[src/design/gwwl_pkg.sv]
`default_nettype none

package gwwl_pkg;

  localparam logic [15:0] CODE_NEWLINE = 16'd10;
  localparam logic [15:0] CODE_SPACE   = 16'd32;

  localparam logic KIND_PLACE   = 1'b0;
  localparam logic KIND_SUMMARY = 1'b1;

  // register index taken from paddr[2]
  localparam logic REG_MAX_WIDTH = 1'b0;
  localparam logic REG_BREAK_NL  = 1'b1;

  localparam int unsigned MAX_WIDTH_W = 14;
  localparam int unsigned APB_ADDR_W  = 3;
  localparam int unsigned APB_DATA_W  = 32;

endpackage

`default_nettype wire

[src/design/greedy_word_wrap_line_unit.sv]
// Greedy word-wrap line unit.
// Input channel (in_valid_i / in_stall_o): one character word per accepted
// cycle with its glyph metrics, kerning and end-of-text mark.
// Output channel (out_valid_o / out_stall_i): result words, either a glyph
// placement (kind 0) or a line summary (kind 1); run_last_o marks the final
// result of an input word. An input word gives zero, one or two results.
// The first result of a word is offered once the word has passed from the
// input register into the result queue. Throughput: one input word per
// cycle while every word gives at most one result and the receiver does
// not stall; a word with two results uses the single output port twice,
// so the rate is set by the one-result-per-cycle output.
// A 4-entry result queue sits between the input register and the output;
// the input register is taken by the processing step only when the queue has
// room for two results, so a stalled receiver backs up the queue and then the
// input register, after which in_stall_o rises. Nothing is lost or repeated.
// Reset clears the line state, the queue and the input register, sets
// max_width to 0 (unlimited) and break_on_newline to 1.
// Configuration uses the APB port: max_width at 0x0, break_on_newline at 0x4.
`default_nettype none

module greedy_word_wrap_line_unit
  import gwwl_pkg::*;
#(
  parameter int unsigned LINE_GLYPHS = 256,
  localparam int unsigned CntW = $clog2(LINE_GLYPHS + 1)
) (
  input  wire logic                  clk_i,
  input  wire logic                  rst_ni,

  input  wire logic                  psel,
  input  wire logic                  penable,
  input  wire logic                  pwrite,
  input  wire logic [APB_ADDR_W-1:0] paddr,
  input  wire logic [APB_DATA_W-1:0] pwdata,
  output logic      [APB_DATA_W-1:0] prdata,
  output logic                       pready,

  input  wire logic                  in_valid_i,
  output logic                       in_stall_o,
  input  wire logic [15:0]           char_index_i,
  input  wire logic [15:0]           char_code_i,
  input  wire logic                  glyph_present_i,
  input  wire logic [9:0]            glyph_w_i,
  input  wire logic [9:0]            glyph_h_i,
  input  wire logic signed [9:0]     bearing_x_i,
  input  wire logic [9:0]            advance_x_i,
  input  wire logic signed [8:0]     kern_x_i,
  input  wire logic                  text_end_i,

  output logic                       out_valid_o,
  input  wire logic                  out_stall_i,
  output logic                       kind_o,
  output logic [15:0]                placed_code_o,
  output logic signed [15:0]         place_x_o,
  output logic [9:0]                 place_w_o,
  output logic [9:0]                 place_h_o,
  output logic [CntW-1:0]            keep_count_o,
  output logic [16:0]                next_start_o,
  output logic [14:0]                line_w_o,
  output logic [9:0]                 line_h_o,
  output logic                       run_last_o
);

  localparam int unsigned FifoDepth = 4;
  localparam int unsigned PtrW      = $clog2(FifoDepth);
  localparam int unsigned FcntW     = $clog2(FifoDepth + 1);

  typedef struct packed {
    logic              kind;
    logic [15:0]       code;
    logic [15:0]       x;
    logic [9:0]        w;
    logic [9:0]        h;
    logic [CntW-1:0]   keep;
    logic [16:0]       next;
    logic [14:0]       lw;
    logic [9:0]        lh;
    logic              last;
  } res_t;

  typedef struct packed {
    logic [15:0]       idx;
    logic [15:0]       code;
    logic              present;
    logic [9:0]        gw;
    logic [9:0]        gh;
    logic signed [9:0] bear;
    logic [9:0]        adv;
    logic signed [8:0] kern;
    logic              tend;
  } item_t;

  function automatic logic signed [16:0] sat17(input logic signed [17:0] v);
    if (v > 18'sd65535) begin
      return 17'sd65535;
    end else if (v < -18'sd65536) begin
      return -17'sd65536;
    end else begin
      return v[16:0];
    end
  endfunction

  function automatic logic signed [15:0] sat16(input logic signed [17:0] v);
    if (v > 18'sd32767) begin
      return 16'sd32767;
    end else if (v < -18'sd32768) begin
      return -16'sd32768;
    end else begin
      return v[15:0];
    end
  endfunction

  // configuration
  logic [MAX_WIDTH_W-1:0] max_width_q;
  logic                   break_nl_q;
  logic                   cfg_wr;

  assign pready = 1'b1;
  assign cfg_wr = psel && penable && pwrite;

  always_comb begin
    case (paddr[2])
      REG_MAX_WIDTH: prdata = {{(APB_DATA_W-MAX_WIDTH_W){1'b0}}, max_width_q};
      REG_BREAK_NL:  prdata = {{(APB_DATA_W-1){1'b0}}, break_nl_q};
      default:       prdata = '0;
    endcase
  end

  // input register and result queue control
  item_t             item_q;
  logic              in_vld_q;
  logic              fire;
  logic              in_accept;
  res_t              fifo_q [FifoDepth];
  logic [PtrW-1:0]   wr_ptr_q, rd_ptr_q;
  logic [FcntW-1:0]  cnt_q;
  logic              pop;

  assign fire       = in_vld_q && (cnt_q <= FcntW'(FifoDepth - 2));
  assign in_stall_o = in_vld_q && !fire;
  assign in_accept  = in_valid_i && !in_stall_o;
  assign pop        = out_valid_o && !out_stall_i;

  // line state
  logic signed [16:0] pen_q, pen_d;
  logic [CntW-1:0]    placed_q, placed_d;
  logic [16:0]        ws_idx_q, ws_idx_d;
  logic [CntW-1:0]    ws_cnt_q, ws_cnt_d;
  logic [14:0]        rw_q, rw_d;
  logic [9:0]         rh_q, rh_d;
  logic [14:0]        pfx_w_q, pfx_w_d;
  logic [9:0]         pfx_h_q, pfx_h_d;
  logic [14:0]        snap_w_q, snap_w_d;
  logic [9:0]         snap_h_q, snap_h_d;

  // datapath
  logic               is_nl, is_sp, nl_brk, ovf;
  logic [9:0]         gw, gh;
  logic signed [18:0] room;
  logic signed [17:0] pen_gw, rw_max, pen_k, px_sum, pen_a;
  logic [14:0]        rw_new;
  logic [9:0]         rh_new;
  logic signed [16:0] pen1;
  logic signed [15:0] px;
  logic signed [16:0] pw_sum;
  logic [14:0]        pw_clip, pw_new;
  logic [9:0]         ph_new;
  logic [16:0]        idx_p1;
  logic [CntW-1:0]    placed_p1;
  logic               clr;
  logic [1:0]         n_res;
  res_t               r0, r1;

  always_comb begin
    is_nl  = item_q.code == CODE_NEWLINE;
    is_sp  = item_q.code == CODE_SPACE;
    gw     = is_nl ? 10'd0 : item_q.gw;
    gh     = is_nl ? 10'd0 : item_q.gh;
    nl_brk = break_nl_q && is_nl;
    room   = $signed({5'b0, max_width_q}) - $signed({{2{pen_q[16]}}, pen_q});
    ovf    = (max_width_q != '0) && (room < $signed({9'b0, gw}));

    pen_gw = $signed({pen_q[16], pen_q}) + $signed({8'b0, gw});
    rw_max = (pen_gw > $signed({3'b0, rw_q})) ? pen_gw : $signed({3'b0, rw_q});
    rw_new = (rw_max > 18'sd32767) ? 15'd32767 : rw_max[14:0];
    rh_new = (gh > rh_q) ? gh : rh_q;

    pen_k  = $signed({pen_q[16], pen_q}) + $signed({{9{item_q.kern[8]}}, item_q.kern});
    pen1   = sat17(pen_k);
    px_sum = $signed({pen1[16], pen1}) +
             (item_q.bear[9] ? $signed({{8{item_q.bear[9]}}, item_q.bear}) : 18'sd0);
    px     = sat16(px_sum);
    pw_sum = $signed({px[15], px}) + $signed({7'b0, gw});
    pw_clip = pw_sum[16] ? 15'd0 : pw_sum[15] ? 15'd32767 : pw_sum[14:0];
    pw_new = (pw_clip > pfx_w_q) ? pw_clip : pfx_w_q;
    ph_new = (gh > pfx_h_q) ? gh : pfx_h_q;
    pen_a  = $signed({pen1[16], pen1}) + $signed({8'b0, item_q.adv});

    idx_p1    = {1'b0, item_q.idx} + 17'd1;
    placed_p1 = placed_q + CntW'(1);

    pen_d    = pen_q;
    placed_d = placed_q;
    ws_idx_d = ws_idx_q;
    ws_cnt_d = ws_cnt_q;
    rw_d     = rw_q;
    rh_d     = rh_q;
    pfx_w_d  = pfx_w_q;
    pfx_h_d  = pfx_h_q;
    snap_w_d = snap_w_q;
    snap_h_d = snap_h_q;
    r0       = '0;
    r1       = '0;
    n_res    = 2'd0;
    clr      = 1'b0;

    if (fire) begin
      if ((is_nl || item_q.present) && (nl_brk || ovf)) begin
        r0.kind = KIND_SUMMARY;
        if (!is_nl && !is_sp && ws_cnt_q != '0) begin
          // cut back to the last word start
          r0.keep = ws_cnt_q;
          r0.next = ws_idx_q;
          r0.lw   = snap_w_q;
          r0.lh   = snap_h_q;
        end else begin
          r0.keep = placed_q;
          r0.next = nl_brk ? idx_p1 : {1'b0, item_q.idx};
          r0.lw   = rw_q;
          r0.lh   = rh_q;
        end
        n_res = 2'd1;
        clr   = 1'b1;
      end else if (item_q.present && !is_nl && placed_q == CntW'(LINE_GLYPHS)) begin
        r0.kind = KIND_SUMMARY;
        r0.keep = placed_q;
        r0.next = {1'b0, item_q.idx};
        r0.lw   = rw_q;
        r0.lh   = rh_q;
        n_res   = 2'd1;
        clr     = 1'b1;
      end else if (item_q.present && !is_nl) begin
        r0.kind  = KIND_PLACE;
        r0.code  = item_q.code;
        r0.x     = px;
        r0.w     = gw;
        r0.h     = gh;
        n_res    = 2'd1;
        rw_d     = rw_new;
        rh_d     = rh_new;
        pfx_w_d  = pw_new;
        pfx_h_d  = ph_new;
        placed_d = placed_p1;
        pen_d    = sat17(pen_a);
        if (is_sp) begin
          ws_idx_d = idx_p1;
          ws_cnt_d = placed_p1;
          snap_w_d = pw_new;
          snap_h_d = ph_new;
        end
        if (item_q.tend) begin
          r1.kind = KIND_SUMMARY;
          r1.keep = placed_p1;
          r1.next = idx_p1;
          r1.lw   = rw_new;
          r1.lh   = rh_new;
          n_res   = 2'd2;
          clr     = 1'b1;
        end
      end else if (item_q.tend) begin
        r0.kind = KIND_SUMMARY;
        r0.keep = placed_q;
        r0.next = idx_p1;
        r0.lw   = rw_q;
        r0.lh   = rh_q;
        n_res   = 2'd1;
        clr     = 1'b1;
      end

      if (n_res == 2'd1) begin
        r0.last = 1'b1;
      end
      if (n_res == 2'd2) begin
        r1.last = 1'b1;
      end

      if (clr) begin
        pen_d    = '0;
        placed_d = '0;
        ws_idx_d = '0;
        ws_cnt_d = '0;
        rw_d     = '0;
        rh_d     = '0;
        pfx_w_d  = '0;
        pfx_h_d  = '0;
        snap_w_d = '0;
        snap_h_d = '0;
      end
    end
  end

  always_ff @(posedge clk_i or negedge rst_ni) begin
    if (!rst_ni) begin
      max_width_q <= '0;
      break_nl_q  <= 1'b1;
      in_vld_q    <= 1'b0;
      pen_q       <= '0;
      placed_q    <= '0;
      ws_idx_q    <= '0;
      ws_cnt_q    <= '0;
      rw_q        <= '0;
      rh_q        <= '0;
      pfx_w_q     <= '0;
      pfx_h_q     <= '0;
      snap_w_q    <= '0;
      snap_h_q    <= '0;
      wr_ptr_q    <= '0;
      rd_ptr_q    <= '0;
      cnt_q       <= '0;
    end else begin
      if (cfg_wr) begin
        case (paddr[2])
          REG_MAX_WIDTH: max_width_q <= pwdata[MAX_WIDTH_W-1:0];
          REG_BREAK_NL:  break_nl_q  <= pwdata[0];
          default:       max_width_q <= max_width_q;
        endcase
      end
      if (in_accept) begin
        in_vld_q <= 1'b1;
      end else if (fire) begin
        in_vld_q <= 1'b0;
      end
      pen_q    <= pen_d;
      placed_q <= placed_d;
      ws_idx_q <= ws_idx_d;
      ws_cnt_q <= ws_cnt_d;
      rw_q     <= rw_d;
      rh_q     <= rh_d;
      pfx_w_q  <= pfx_w_d;
      pfx_h_q  <= pfx_h_d;
      snap_w_q <= snap_w_d;
      snap_h_q <= snap_h_d;
      wr_ptr_q <= wr_ptr_q + PtrW'(n_res);
      if (pop) begin
        rd_ptr_q <= rd_ptr_q + PtrW'(1);
      end
      cnt_q <= cnt_q + FcntW'(n_res) - FcntW'(pop);
    end
  end

  always_ff @(posedge clk_i) begin
    if (in_accept) begin
      item_q.idx     <= char_index_i;
      item_q.code    <= char_code_i;
      item_q.present <= glyph_present_i;
      item_q.gw      <= glyph_w_i;
      item_q.gh      <= glyph_h_i;
      item_q.bear    <= bearing_x_i;
      item_q.adv     <= advance_x_i;
      item_q.kern    <= kern_x_i;
      item_q.tend    <= text_end_i;
    end
    if (n_res != 2'd0) begin
      fifo_q[wr_ptr_q] <= r0;
    end
    if (n_res == 2'd2) begin
      fifo_q[wr_ptr_q + PtrW'(1)] <= r1;
    end
  end

  assign out_valid_o   = cnt_q != '0;
  assign kind_o        = fifo_q[rd_ptr_q].kind;
  assign placed_code_o = fifo_q[rd_ptr_q].code;
  assign place_x_o     = $signed(fifo_q[rd_ptr_q].x);
  assign place_w_o     = fifo_q[rd_ptr_q].w;
  assign place_h_o     = fifo_q[rd_ptr_q].h;
  assign keep_count_o  = fifo_q[rd_ptr_q].keep;
  assign next_start_o  = fifo_q[rd_ptr_q].next;
  assign line_w_o      = fifo_q[rd_ptr_q].lw;
  assign line_h_o      = fifo_q[rd_ptr_q].lh;
  assign run_last_o    = fifo_q[rd_ptr_q].last;

`ifndef SYNTH
  a_queue_bound: assert property (@(posedge clk_i) disable iff (!rst_ni)
    cnt_q <= FcntW'(FifoDepth))
    else $error("result queue overfilled");

  a_placed_bound: assert property (@(posedge clk_i) disable iff (!rst_ni)
    placed_q <= CntW'(LINE_GLYPHS))
    else $error("placed count beyond line store");

  a_word_start_kept: assert property (@(posedge clk_i) disable iff (!rst_ni)
    (ws_cnt_q != '0) |-> (ws_cnt_q <= placed_q))
    else $error("word start count exceeds placed count");

  a_two_results_room: assert property (@(posedge clk_i) disable iff (!rst_ni)
    (n_res == 2'd2) |=> (cnt_q >= FcntW'(2)) || $past(pop))
    else $error("second result of a word dropped");
`endif

endmodule

`default_nettype wire
[config.mk]
export PLATFORM = sky130hd
export DESIGN_NAME = greedy_word_wrap_line_unit
export DESIGN_NICKNAME = d
export VERILOG_FILES = /design/src/design/gwwl_pkg.sv /design/src/design/greedy_word_wrap_line_unit.sv
export SDC_FILE = /design/constraint.sdc
export NUM_CORES = 1
export LEC_CHECK = 0
export BUFFER_PORTS_ARGS = -buffer_cell sky130_fd_sc_hd__buf_2
export CORE_MARGIN = 8
export CORE_UTILIZATION = 35
export DETAILED_ROUTE_END_ITERATION = 6
export PLACE_DENSITY = 0.62
export SYNTH_ARGS = -nofsm -noshare
export SYNTH_HDL_FRONTEND = slang
export SYNTH_SLANG_ARGS = --single-unit
[constraint.sdc]
create_clock -name clk_i -period 22.4 [get_ports clk_i]
set_clock_uncertainty 0.15 [all_clocks]
set_input_delay 3.36 -clock clk_i [delete_from_list [all_inputs] [get_ports clk_i]]
set_output_delay 3.36 -clock clk_i [all_outputs]
set_load 0.01 [all_outputs]
Word level (Yosys, flattened, before mapping)
Memories as Yosys holds them, arrays and structs flattened.
Cells that the tools add are included.
{ "op_classes": {"n_addsub": 13, "bitwise": 1, "reduce_logical": 31, "n_lt_le_gt_ge": 13, "n_eq_ne": 8, "muxes": 102} }
{ "op_table": {"columns": ["op", "count"], "rows": [
  ["2-to-1 mux 51 bit", 9],
  ["2-to-1 mux 15 bit", 17],
  ["2-to-1 mux 17 bit", 14],
  ["2-to-1 mux 52 bit", 4],
  ["2-to-1 mux 10 bit", 17],
  ["2-to-1 mux 105 bit", 1],
  ["2-to-1 mux 9 bit", 9],
  ["one-hot mux 32 bit (2 select lines)", 1],
  ["adder 17 x 11 -> 18 bit", 2],
  ["greater-than comparator 18 x 16 -> 1 bit (second input constant)", 2],
  ["greater-than comparator 18 x 17 -> 1 bit (second input constant)", 2],
  ["less-than comparator 18 x 17 -> 1 bit (second input constant)", 2],
  ["2-to-1 mux 18 bit", 2],
  ["2-to-1 mux 16 bit", 2],
  ["greater-than comparator 10 bit", 2],
  ["2-to-1 mux 1 bit", 20],
  ["adder 17 x 18 -> 18 bit", 1],
  ["adder 17 x 9 -> 18 bit", 1],
  ["greater-than comparator 18 x 16 -> 1 bit", 1],
  ["less-than comparator 18 x 11 -> 1 bit", 1],
  ["less-than comparator 18 x 16 -> 1 bit (second input constant)", 1],
  ["subtractor 15 x 17 -> 18 bit", 1],
  ["adder 16 x 1 -> 17 bit (second input constant)", 1],
  ["adder 16 x 11 -> 17 bit", 1],
  ["25 further kinds", 54]
]} }
{ "word_totals": {"input_bits": 125, "n_memories": 1, "wordCells": 194, "register_bits": 233, "output_inout_bits": 140, "ramBits": 420} }
{ "mem_list": {"columns": ["memory", "depth", "width", "rd", "rd_clocked_by_memory_dff", "write_ports", "line", "rtl"], "rows": [
  ["fifo_q", 4, 105, 1, 0, 2, "greedy_word_wrap_line_unit.sv:134", "res_t fifo_q [FifoDepth];"]
]} }

Logic depth before layout (Yosys ltp)
Gate-level depths: netlist of run 1.
{ "logic_depth": {"ltp_word": 18, "ltp_mapped": 55, "mapped_depth_nobuf": 51} }

Worst setup path after synthesis of run 1
OpenSTA, ideal clock, no wires.
{ "synth_path": {"path_kind": "register -> register", "from": "register item_q[9] in the netlist's numbering", "to": "register snap_w_q[10]", "setup_time_ps": 126, "path_stages_with_launch": 53, "n_path_buf": 5, "t_arrival_ps": 10130, "period_less_slack_ps": 10406, "required_ps": 22124, "path_slack_ps": 11994, "cell_sequence": "edfxtp_1 -> ha_1 -> and2_1 -> a221o_1 -> a221oi_2 -> nand2_1 -> a311o_1 -> o211ai_1 -> o311a_1 -> inv_1 -> ha_1 -> clkbuf_1 -> and3_1 -> clkbuf_1 -> nand3_1 -> nand2b_1 -> a221o_1 -> a21oi_1 -> [17 not listed] -> o2bb2ai_1 -> a31oi_1 -> clkbuf_1 -> o21a_1 -> ha_1 -> a21oi_1 -> nor2b_1 -> o21ai_0 -> nand2b_1 -> a21oi_1 -> nor2b_1 -> o21ai_0 -> nand2b_1 -> a221oi_1 -> a31oi_4 -> o21ba_2 -> buf_6 -> a221o_1"} }
{ "synth_between": {"elab_chain_len": 18, "elab_cells_between_ends": 20, "classes_between": "add/sub (3); order compare (5); mux (12)"} }
{ "synth_rtl": {"columns": ["element", "line", "rtl"], "rows": [
  ["start: declaration", "greedy_word_wrap_line_unit.sv:130", "item_t item_q;"],
  ["adder 17 x 9 -> 18 bit (*)", "greedy_word_wrap_line_unit.sv:188", "pen_k = $signed({pen_q[16], pen_q}) + $signed({{9{item_q.kern[8]}}, item_q.kern});"],
  ["less-than comparator 18 x 17 -> 1 bit", "greedy_word_wrap_line_unit.sv:96", "end else if (v < -18'sd65536) begin"],
  ["2-to-1 mux 17 bit", "greedy_word_wrap_line_unit.sv:96", null],
  ["2-to-1 mux 17 bit (*)", "greedy_word_wrap_line_unit.sv:94", "if (v > 18'sd65535) begin"],
  ["adder 17 x 18 -> 18 bit (*)", "greedy_word_wrap_line_unit.sv:190", "px_sum = $signed({pen1[16], pen1}) +"],
  ["less-than comparator 18 x 16 -> 1 bit", "greedy_word_wrap_line_unit.sv:106", "end else if (v < -18'sd32768) begin"],
  ["2-to-1 mux 16 bit", "greedy_word_wrap_line_unit.sv:106", null],
  ["2-to-1 mux 16 bit (*)", "greedy_word_wrap_line_unit.sv:104", "if (v > 18'sd32767) begin"],
  ["[2 not listed]", null, null],
  ["2-to-1 mux 15 bit (*)", "greedy_word_wrap_line_unit.sv:194", "pw_clip = pw_sum[16] ? 15'd0 : pw_sum[15] ? 15'd32767 : pw_sum[14:0];"],
  ["greater-than comparator 15 bit", "greedy_word_wrap_line_unit.sv:195", "pw_new = (pw_clip > pfx_w_q) ? pw_clip : pfx_w_q;"],
  ["2-to-1 mux 15 bit (*)", "greedy_word_wrap_line_unit.sv:195", null],
  ["2-to-1 mux 15 bit (*)", "greedy_word_wrap_line_unit.sv:255", "if (is_sp) begin"],
  ["2-to-1 mux 15 bit (*)", "greedy_word_wrap_line_unit.sv:242", "end else if (item_q.present && !is_nl) begin"],
  ["2-to-1 mux 15 bit (*)", "greedy_word_wrap_line_unit.sv:234", "end else if (item_q.present && !is_nl && placed_q == CntW'(LINE_GLYPHS)) begin"],
  ["2-to-1 mux 15 bit (*)", "greedy_word_wrap_line_unit.sv:218", "if ((is_nl || item_q.present) && (nl_brk || ovf)) begin"],
  ["2-to-1 mux 15 bit (*)", "greedy_word_wrap_line_unit.sv:287", "if (clr) begin"],
  ["end signal: assignment", "greedy_word_wrap_line_unit.sv:341", "snap_w_q <= snap_w_d;"],
  ["end: declaration", "greedy_word_wrap_line_unit.sv:153", "logic [14:0] snap_w_q, snap_w_d;"]
]} }
Every way passes the cells marked *; elsewhere a longest branch is shown, timed or not. The select of a mux whose other input is x is not followed.
A chain may end at the register's enable or synchronous reset.

Final worst setup path of run 1
{ "layout_path": {"from": "register pen_q[1]", "to": "register snap_w_q[0]"} }
{ "layout_between": {"elab_chain_len": 18, "elab_cells_between_ends": 32, "classes_between": "add/sub (4); order compare (6); eq/ne (2); mux (14); reduce/logical (6)"} }
{ "layout_rtl": {"columns": ["element", "line", "rtl"], "rows": [
  ["start: declaration", "greedy_word_wrap_line_unit.sv:145", "logic signed [16:0] pen_q, pen_d;"],
  ["start signal: assignment", "greedy_word_wrap_line_unit.sv:333", "pen_q <= pen_d;"],
  ["adder 17 x 9 -> 18 bit", "greedy_word_wrap_line_unit.sv:188", null],
  ["less-than comparator 18 x 17 -> 1 bit", "greedy_word_wrap_line_unit.sv:96", null],
  ["2-to-1 mux 17 bit", "greedy_word_wrap_line_unit.sv:96", null],
  ["2-to-1 mux 17 bit", "greedy_word_wrap_line_unit.sv:94", null],
  ["adder 17 x 18 -> 18 bit", "greedy_word_wrap_line_unit.sv:190", null],
  ["less-than comparator 18 x 16 -> 1 bit", "greedy_word_wrap_line_unit.sv:106", null],
  ["2-to-1 mux 16 bit", "greedy_word_wrap_line_unit.sv:106", null],
  ["2-to-1 mux 16 bit", "greedy_word_wrap_line_unit.sv:104", null],
  ["adder 16 x 11 -> 17 bit", "greedy_word_wrap_line_unit.sv:193", "pw_sum = $signed({px[15], px}) + $signed({7'b0, gw});"],
  ["2-to-1 mux 15 bit (2 in a row)", "greedy_word_wrap_line_unit.sv:194", null],
  ["greater-than comparator 15 bit", "greedy_word_wrap_line_unit.sv:195", null],
  ["2-to-1 mux 15 bit", "greedy_word_wrap_line_unit.sv:195", null],
  ["2-to-1 mux 15 bit", "greedy_word_wrap_line_unit.sv:255", null],
  ["2-to-1 mux 15 bit", "greedy_word_wrap_line_unit.sv:242", null],
  ["2-to-1 mux 15 bit", "greedy_word_wrap_line_unit.sv:234", null],
  ["2-to-1 mux 15 bit", "greedy_word_wrap_line_unit.sv:218", null],
  ["2-to-1 mux 15 bit", "greedy_word_wrap_line_unit.sv:287", null]
]} }
Several ways; a longest one is shown, not always the timed one. The select of a mux whose other input is x is not followed.

==> qor.yml, run 1 <==
clkSinkCount: 653
vias: 27940
die_width_microns: 333.5
cts_tree: "yes"
core_sq_mm: 0.1000
timing.final.hold_violations: 0
grt_pass1_wl_mm: 169.6
rows: 116
die_y_microns: 333.5
grt_usage_pct: 19.33
pin_count: 265
clkTransAtPathRegs_ns: 0.06
final_common_cell: "nand2_1"
setup_violations: 0
worst_path_max_delay_cell: "o2bb2ai_1"
grt_max_degree: 88
start_util_pct: 35.27
period_share_pct: 54.71
gp_congestion: 0.8915
hold_path_class: "register to register"
synthCells: 3481
crit_type: "register to register"
syn-cell-area_sq_mm: 0.03527
slew_headroom_pct: 26.13
yosysSeqAreaShare_pct: 47.56
numCtsBuffers: 74
drcViolationCount: 0
path_common_cell: "a21oi_1"
synth_top_cell_by_area: "edfxtp_1"
numPortBuffers: 225
cts-root-buf: "clkbuf_16"
post-cts-setup-buffers: 0
slew_violations: 0
ctsResizeCount: 0
hold_ws_ns: 0.2999
tightest_slew_ns: 1.108
final_cell_mix: "529 x nand2_1, 315 x a21oi_1, 295 x edfxtp_1, 224 x buf_2, 208 x dfxtp_1"
path_max_fanout: 17
dpl.hpwl_mm: 72.86
worst_ep_required_time_ns: 22.82
status: "completed"
ys.warnings.count: 0
holdBufCountCts: 0
routed_wl_mm: 111.4
critical_path.endpoint_type: "register"
n_fill_cell: 9695
synth_edf_count: 295
critPathMaxStageDelay_ns: 0.81
syn-mean-instance-area_sq_um: 10.13
final_net_count: 3859
clk_path_buf_depth: 3
maxCapViolCount: 0
grt.overflow.total: 0
grt_antenna_before_repair: 5
cp_data_arrival_time_ns: 12.67
startpoint_type: "register"
ys.flop_type: "edfxtp_1"
min_period_ns: 12.25
tns_ns: 0
synthDistinctLibCells: 98
firstDrtPassIters: 6
cts_max_level: 3
synth_top_area_share_pct: 25.11
async_flop_share_pct: 22.97
ant_nets: 0
drt-initial-drc-count: 2703
netlist_top_cells_area: "edfxtp_1 25%, dfxtp_1 12%, dfrtp_1 11%"
grt_pass1_vias: 27480
diodes: 0
wl_per_cell_microns: 22.53
area_growth_pct: 13.18
ys_ff_latch: 653
rsz0062_at_grt: "no"
clock_latency_ns: 0.63
dieArea_sq_mm: 0.1112
timing.fmax_ghz: 0.08160
avgViaCountPerCell: 5.649
drive_gt1_share_pct: 15.88
## cells by family after synthesis
logic type,count (synthesis),share of synthesized area [%]
mux,175,8.797
xor+xnor,104,2.625
flops,653,47.56
compound gates,1006,18.23
buf+inv,382,4.306
simple gates,1008,13.01
fa+ha+maj,151,5.441
other cells,2,0.02129
## through the flow
| step | instances | setup slack, ns | utilization [%] | area, sq um |
|---|---|---|---|---|
| CTS | 4945 | 10.27 | 39.92 | 39920 |
| finish | 4945 | 10.15 | 39.92 | 39920 |
| global placement | 4808 | 10.50 | 37.55 | 37550 |
| global route | 4945 | 8.934 | 39.92 | 39920 |
| detailed placement | 4808 | 10.31 | 37.55 | 37550 |
| floorplan | 3498 | 11.99 | - | 35340 |
## synthesized netlist by cell type, drive strengths merged (70+ instances only)
cell    number
inv        126
dfrtp      149
a21oi      315
and2        70
nor2       109
nand2      542
ha         143
o22ai      195
clkbuf     201
mux4       105
dfxtp      208
o21ai      176
edfxtp     295
nand3      102
## path summary, 6_finish.rpt
kind / startpoint / endpoint / slack (ns) / depth (start not counted)
max: pen_q[1]$_DFFE_PN0P_ / snap_w_q[0]$_DFFE_PN0P_ / 10.15 / 46
min in group asynchronous: rst_ni / max_width_q[7]$_DFFE_PN0P_ / 2.54 / 1
max reg2reg: pen_q[1]$_DFFE_PN0P_ / snap_w_q[0]$_DFFE_PN0P_ / 10.15 / 46
min: fifo_q[2][79]$_SDFFE_PP0P_ / fifo_q[2][79]$_SDFFE_PP0P_ / 0.30 / 2
min reg2reg: fifo_q[2][79]$_SDFFE_PP0P_ / fifo_q[2][79]$_SDFFE_PP0P_ / 0.30 / 2
max in group asynchronous: rst_ni / rd_ptr_q[0]$_DFFE_PN0P_ / 18.23 / 2
## registers in the layout, indices dropped and copies added, names as in the netlist, 14 cells and up
signal / flops
item_q: 83
pfx_w_q: 15
max_width_q: 14
snap_w_q: 15
fifo_q: 420
pen_q: 17
rw_q: 15
ws_idx_q: 17
## cell type report
class	instances	area [sq um]	share of cell area, %
Inverter	127	476.7	1.194
Multi-Input combinational cell	2463	17200	43.09
Tap cell	1298	1624	4.068
Clock buffer	99	2058	5.155
Timing Repair Buffer	267	1460	3.657
Clock inverter	38	317.8	0.7960
Sequential cell	653	16780	42.04
## critical path: cells and delay by family (launching register included)
| family | cells | cell delay (ns) |
|---|---|---|
| AOI/OAI and AO/OA | 29 | 7.31 |
| adders and majority gates | 4 | 1.55 |
| DFF | 1 | 0.51 |
| and+or+nand+nor | 12 | 2.45 |
| buffers and inverters | 1 | 0.21 |
## metal layers
layer	global-route usage (%)	up-vias	routed length [microns]
li1	-	13030	-
met4	5.628	4	2896
met3	3.386	169	7532
met1	25.93	13740	48330
met5	0	-	23
met2	31.94	998	52620
Power of run 1 is not shown: default switching activity piles up to over one toggle a cycle in this logic, so the estimate is an artifact.
==> run 2, diff against run 1 <==
==> constraint.sdc (replaced) <==
create_clock -name clk_i -period 12.8 [get_ports clk_i]
set_clock_uncertainty 0.15 [all_clocks]
set_input_delay 1.92 -clock clk_i [delete_from_list [all_inputs] [get_ports clk_i]]
set_output_delay 1.92 -clock clk_i [all_outputs]
set_load 0.01 [all_outputs]
==> qor.yml, run 2 (synthesis gave the netlist of run 1 again) <==
cts_tree: "yes"  # unchanged
tightest_slew_ns: 1.152  # was 1.108 ns
crit_buf_inv: 1  # unchanged
clk_path_buf_depth: 3  # unchanged
core_sq_mm: 0.1000  # unchanged
drcViolationCount: 0  # unchanged
dpl.hpwl_mm: 72.51  # was 72.86 mm
timing.final.hold_violations: 0  # unchanged
clkTransAtPathRegs_ns: 0.06  # about the same
final_common_cell: "nand2_1"  # unchanged
worst_path_max_delay_cell: "a221oi_1"  # was o2bb2ai_1
dieArea_sq_mm: 0.1112  # unchanged
largest_reg_flops: 420  # unchanged
grt_usage_pct: 19.33  # about the same
drive_gt1_share_pct: 16.14  # was 15.88%
crit_type: "register to register"  # unchanged
cts-root-buf: "clkbuf_16"  # unchanged
slew_headroom_pct: 23.21  # was 26.13%
rsz0062_at_grt: "no"  # unchanged
cp_data_arrival_time_ns: 12.16  # was 12.67 ns
final_net_count: 3863  # was 3859
grt_antenna_before_repair: 5  # unchanged
wl_per_cell_microns: 22.55  # was 22.53 microns
regMostFlops: "fifo_q"  # unchanged
tns_ns: 0  # unchanged
min_period_ns: 11.81  # was 12.25 ns
period_share_pct: 92.27  # was 54.71%
largest_registers: "fifo_q (420), item_q (83)"  # unchanged
final.setup.worst_slack_ns: 0.9894  # was 10.15 ns
ant_nets: 0  # unchanged
rows: 116  # unchanged
dp_slack_ns: 0.9259  # was 10.31 ns
path_max_fanout: 17  # unchanged
critPathMaxStageDelay_ns: 0.57  # was 0.81 ns
avgViaCountPerCell: 5.700  # was 5.649
pin_count: 265  # unchanged
numCtsBuffers: 74  # unchanged
drt-initial-drc-count: 2668  # was 2703
slew_violations: 0  # unchanged
n_fill_cell: 9746  # was 9695
die_y_microns: 333.5  # unchanged
cts_max_level: 3  # unchanged
setup_violations: 0  # unchanged
die_width_microns: 333.5  # unchanged
maxCapViolCount: 0  # unchanged
worst_ep_required_time_ns: 13.15  # was 22.82 ns
firstDrtPassIters: 5  # was 6
clkSinkCount: 653  # unchanged
status: "completed"  # unchanged
holdBufCountCts: 0  # unchanged
startpoint_type: "register"  # unchanged
timing.fmax_ghz: 0.08467  # was 0.08160 GHz
critical_path.endpoint_type: "register"  # unchanged
grt_pass1_vias: 27750  # was 27480
hold_path_class: "register to register"  # unchanged
clock_latency_ns: 0.63  # about the same
area_growth_pct: 13.55  # was 13.18%
grt.overflow.total: 0  # unchanged
routed_wl_mm: 111.6  # was 111.4 mm
cp_top_family: "compound AO/OA/AOI/OAI gates"  # unchanged
grt_max_degree: 108  # was 88
vias: 28210  # was 27940
path_common_cell: "a21oi_1"  # unchanged
numPortBuffers: 225  # unchanged
start_util_pct: 35.27  # unchanged
grt_pass1_wl_mm: 170.1  # was 169.6 mm
final_cell_mix: "529 x nand2_1, 314 x a21oi_1, 295 x edfxtp_1, 224 x buf_2, 208 x dfxtp_1"  # was 529 x nand2_1, 315 x a21oi_1, 295 x edfxtp_1, 224 x buf_2, 208 x dfxtp_1
gp_congestion: 0.8904  # was 0.8915
## run 2: cell count changes in the layout (fill, tap and decap cells not counted), moves of 4 or more
cell,change
clkinv_2,-4
clkinv_1,-9
buf_4,+4
clkbuf_8,+4
## run 2: timing repair
item,in CTS,in global routing
endpoints found under the setup margin,0,29
resized for setup,0,2
buffers inserted,0,0
## run 2: tightest hold or removal path, stage by stage, from the launching register on
cell and delay [ns]:
dfxtp_1 0.30, nand2_1 0.05, a21oi_1 0.05
## run 2: layout make-up
class / instances / area [sq um] / area share (%)
Inverter: 127 / 476.7 / 1.190
Multi-Input combinational cell: 2463 / 17210 / 42.96
Sequential cell: 653 / 16780 / 41.90
Tap cell: 1298 / 1624 / 4.055
Clock inverter: 28 / 315.3 / 0.7872
Timing Repair Buffer: 271 / 1490 / 3.720
Clock buffer: 107 / 2150 / 5.367
Antenna cell: 2 / 5.005 / 0.01249
## run 2: per-stage QoR
stage | hold slack (ns) | area [sq um] | std cells | util, %
after CTS | 0.3011 | 40040 | 4947 | 40.04
after global routing | 0.3173 | 40050 | 4947 | 40.05
after detailed placement | 0.2937 | 37570 | 4812 | 37.57
final | 0.2994 | 40050 | 4949 | 40.05
after floorplan | 0.2831 | 35340 | 3498 | -
after global placement | 0.2888 | 37570 | 4812 | 37.57
## run 2: path summary, 6_finish.rpt
| kind | depth (start not counted) | from | slack [ns] | endpoint |
|---|---|---|---|---|
| hold reg to reg | 2 | fifo_q[2][72]$_SDFFE_PP0P_ | 0.30 | fifo_q[2][72]$_SDFFE_PP0P_ |
| setup / recovery | 49 | pen_q[1]$_DFFE_PN0P_ | 0.99 | pfx_w_q[11]$_DFFE_PN0P_ |
| hold / removal | 2 | fifo_q[2][72]$_SDFFE_PP0P_ | 0.30 | fifo_q[2][72]$_SDFFE_PP0P_ |
| min in group asynchronous | 1 | rst_ni | 1.06 | max_width_q[13]$_DFFE_PN0P_ |
| max in group asynchronous | 3 | rst_ni | 9.50 | rd_ptr_q[0]$_DFFE_PN0P_ |
| setup reg to reg | 49 | pen_q[1]$_DFFE_PN0P_ | 0.99 | pfx_w_q[11]$_DFFE_PN0P_ |
## run 2: per-layer routing
metal | vias to the layer above | GRT usage [%] | wire (microns)
met5 | - | 0 | 13
met3 | 162 | 4.222 | 8758
met4 | 2 | 5.270 | 2538
li1 | 13040 | - | -
met1 | 13930 | 26.01 | 48040
met2 | 1079 | 31.38 | 52250
Power of run 2 is left out for the same reason.
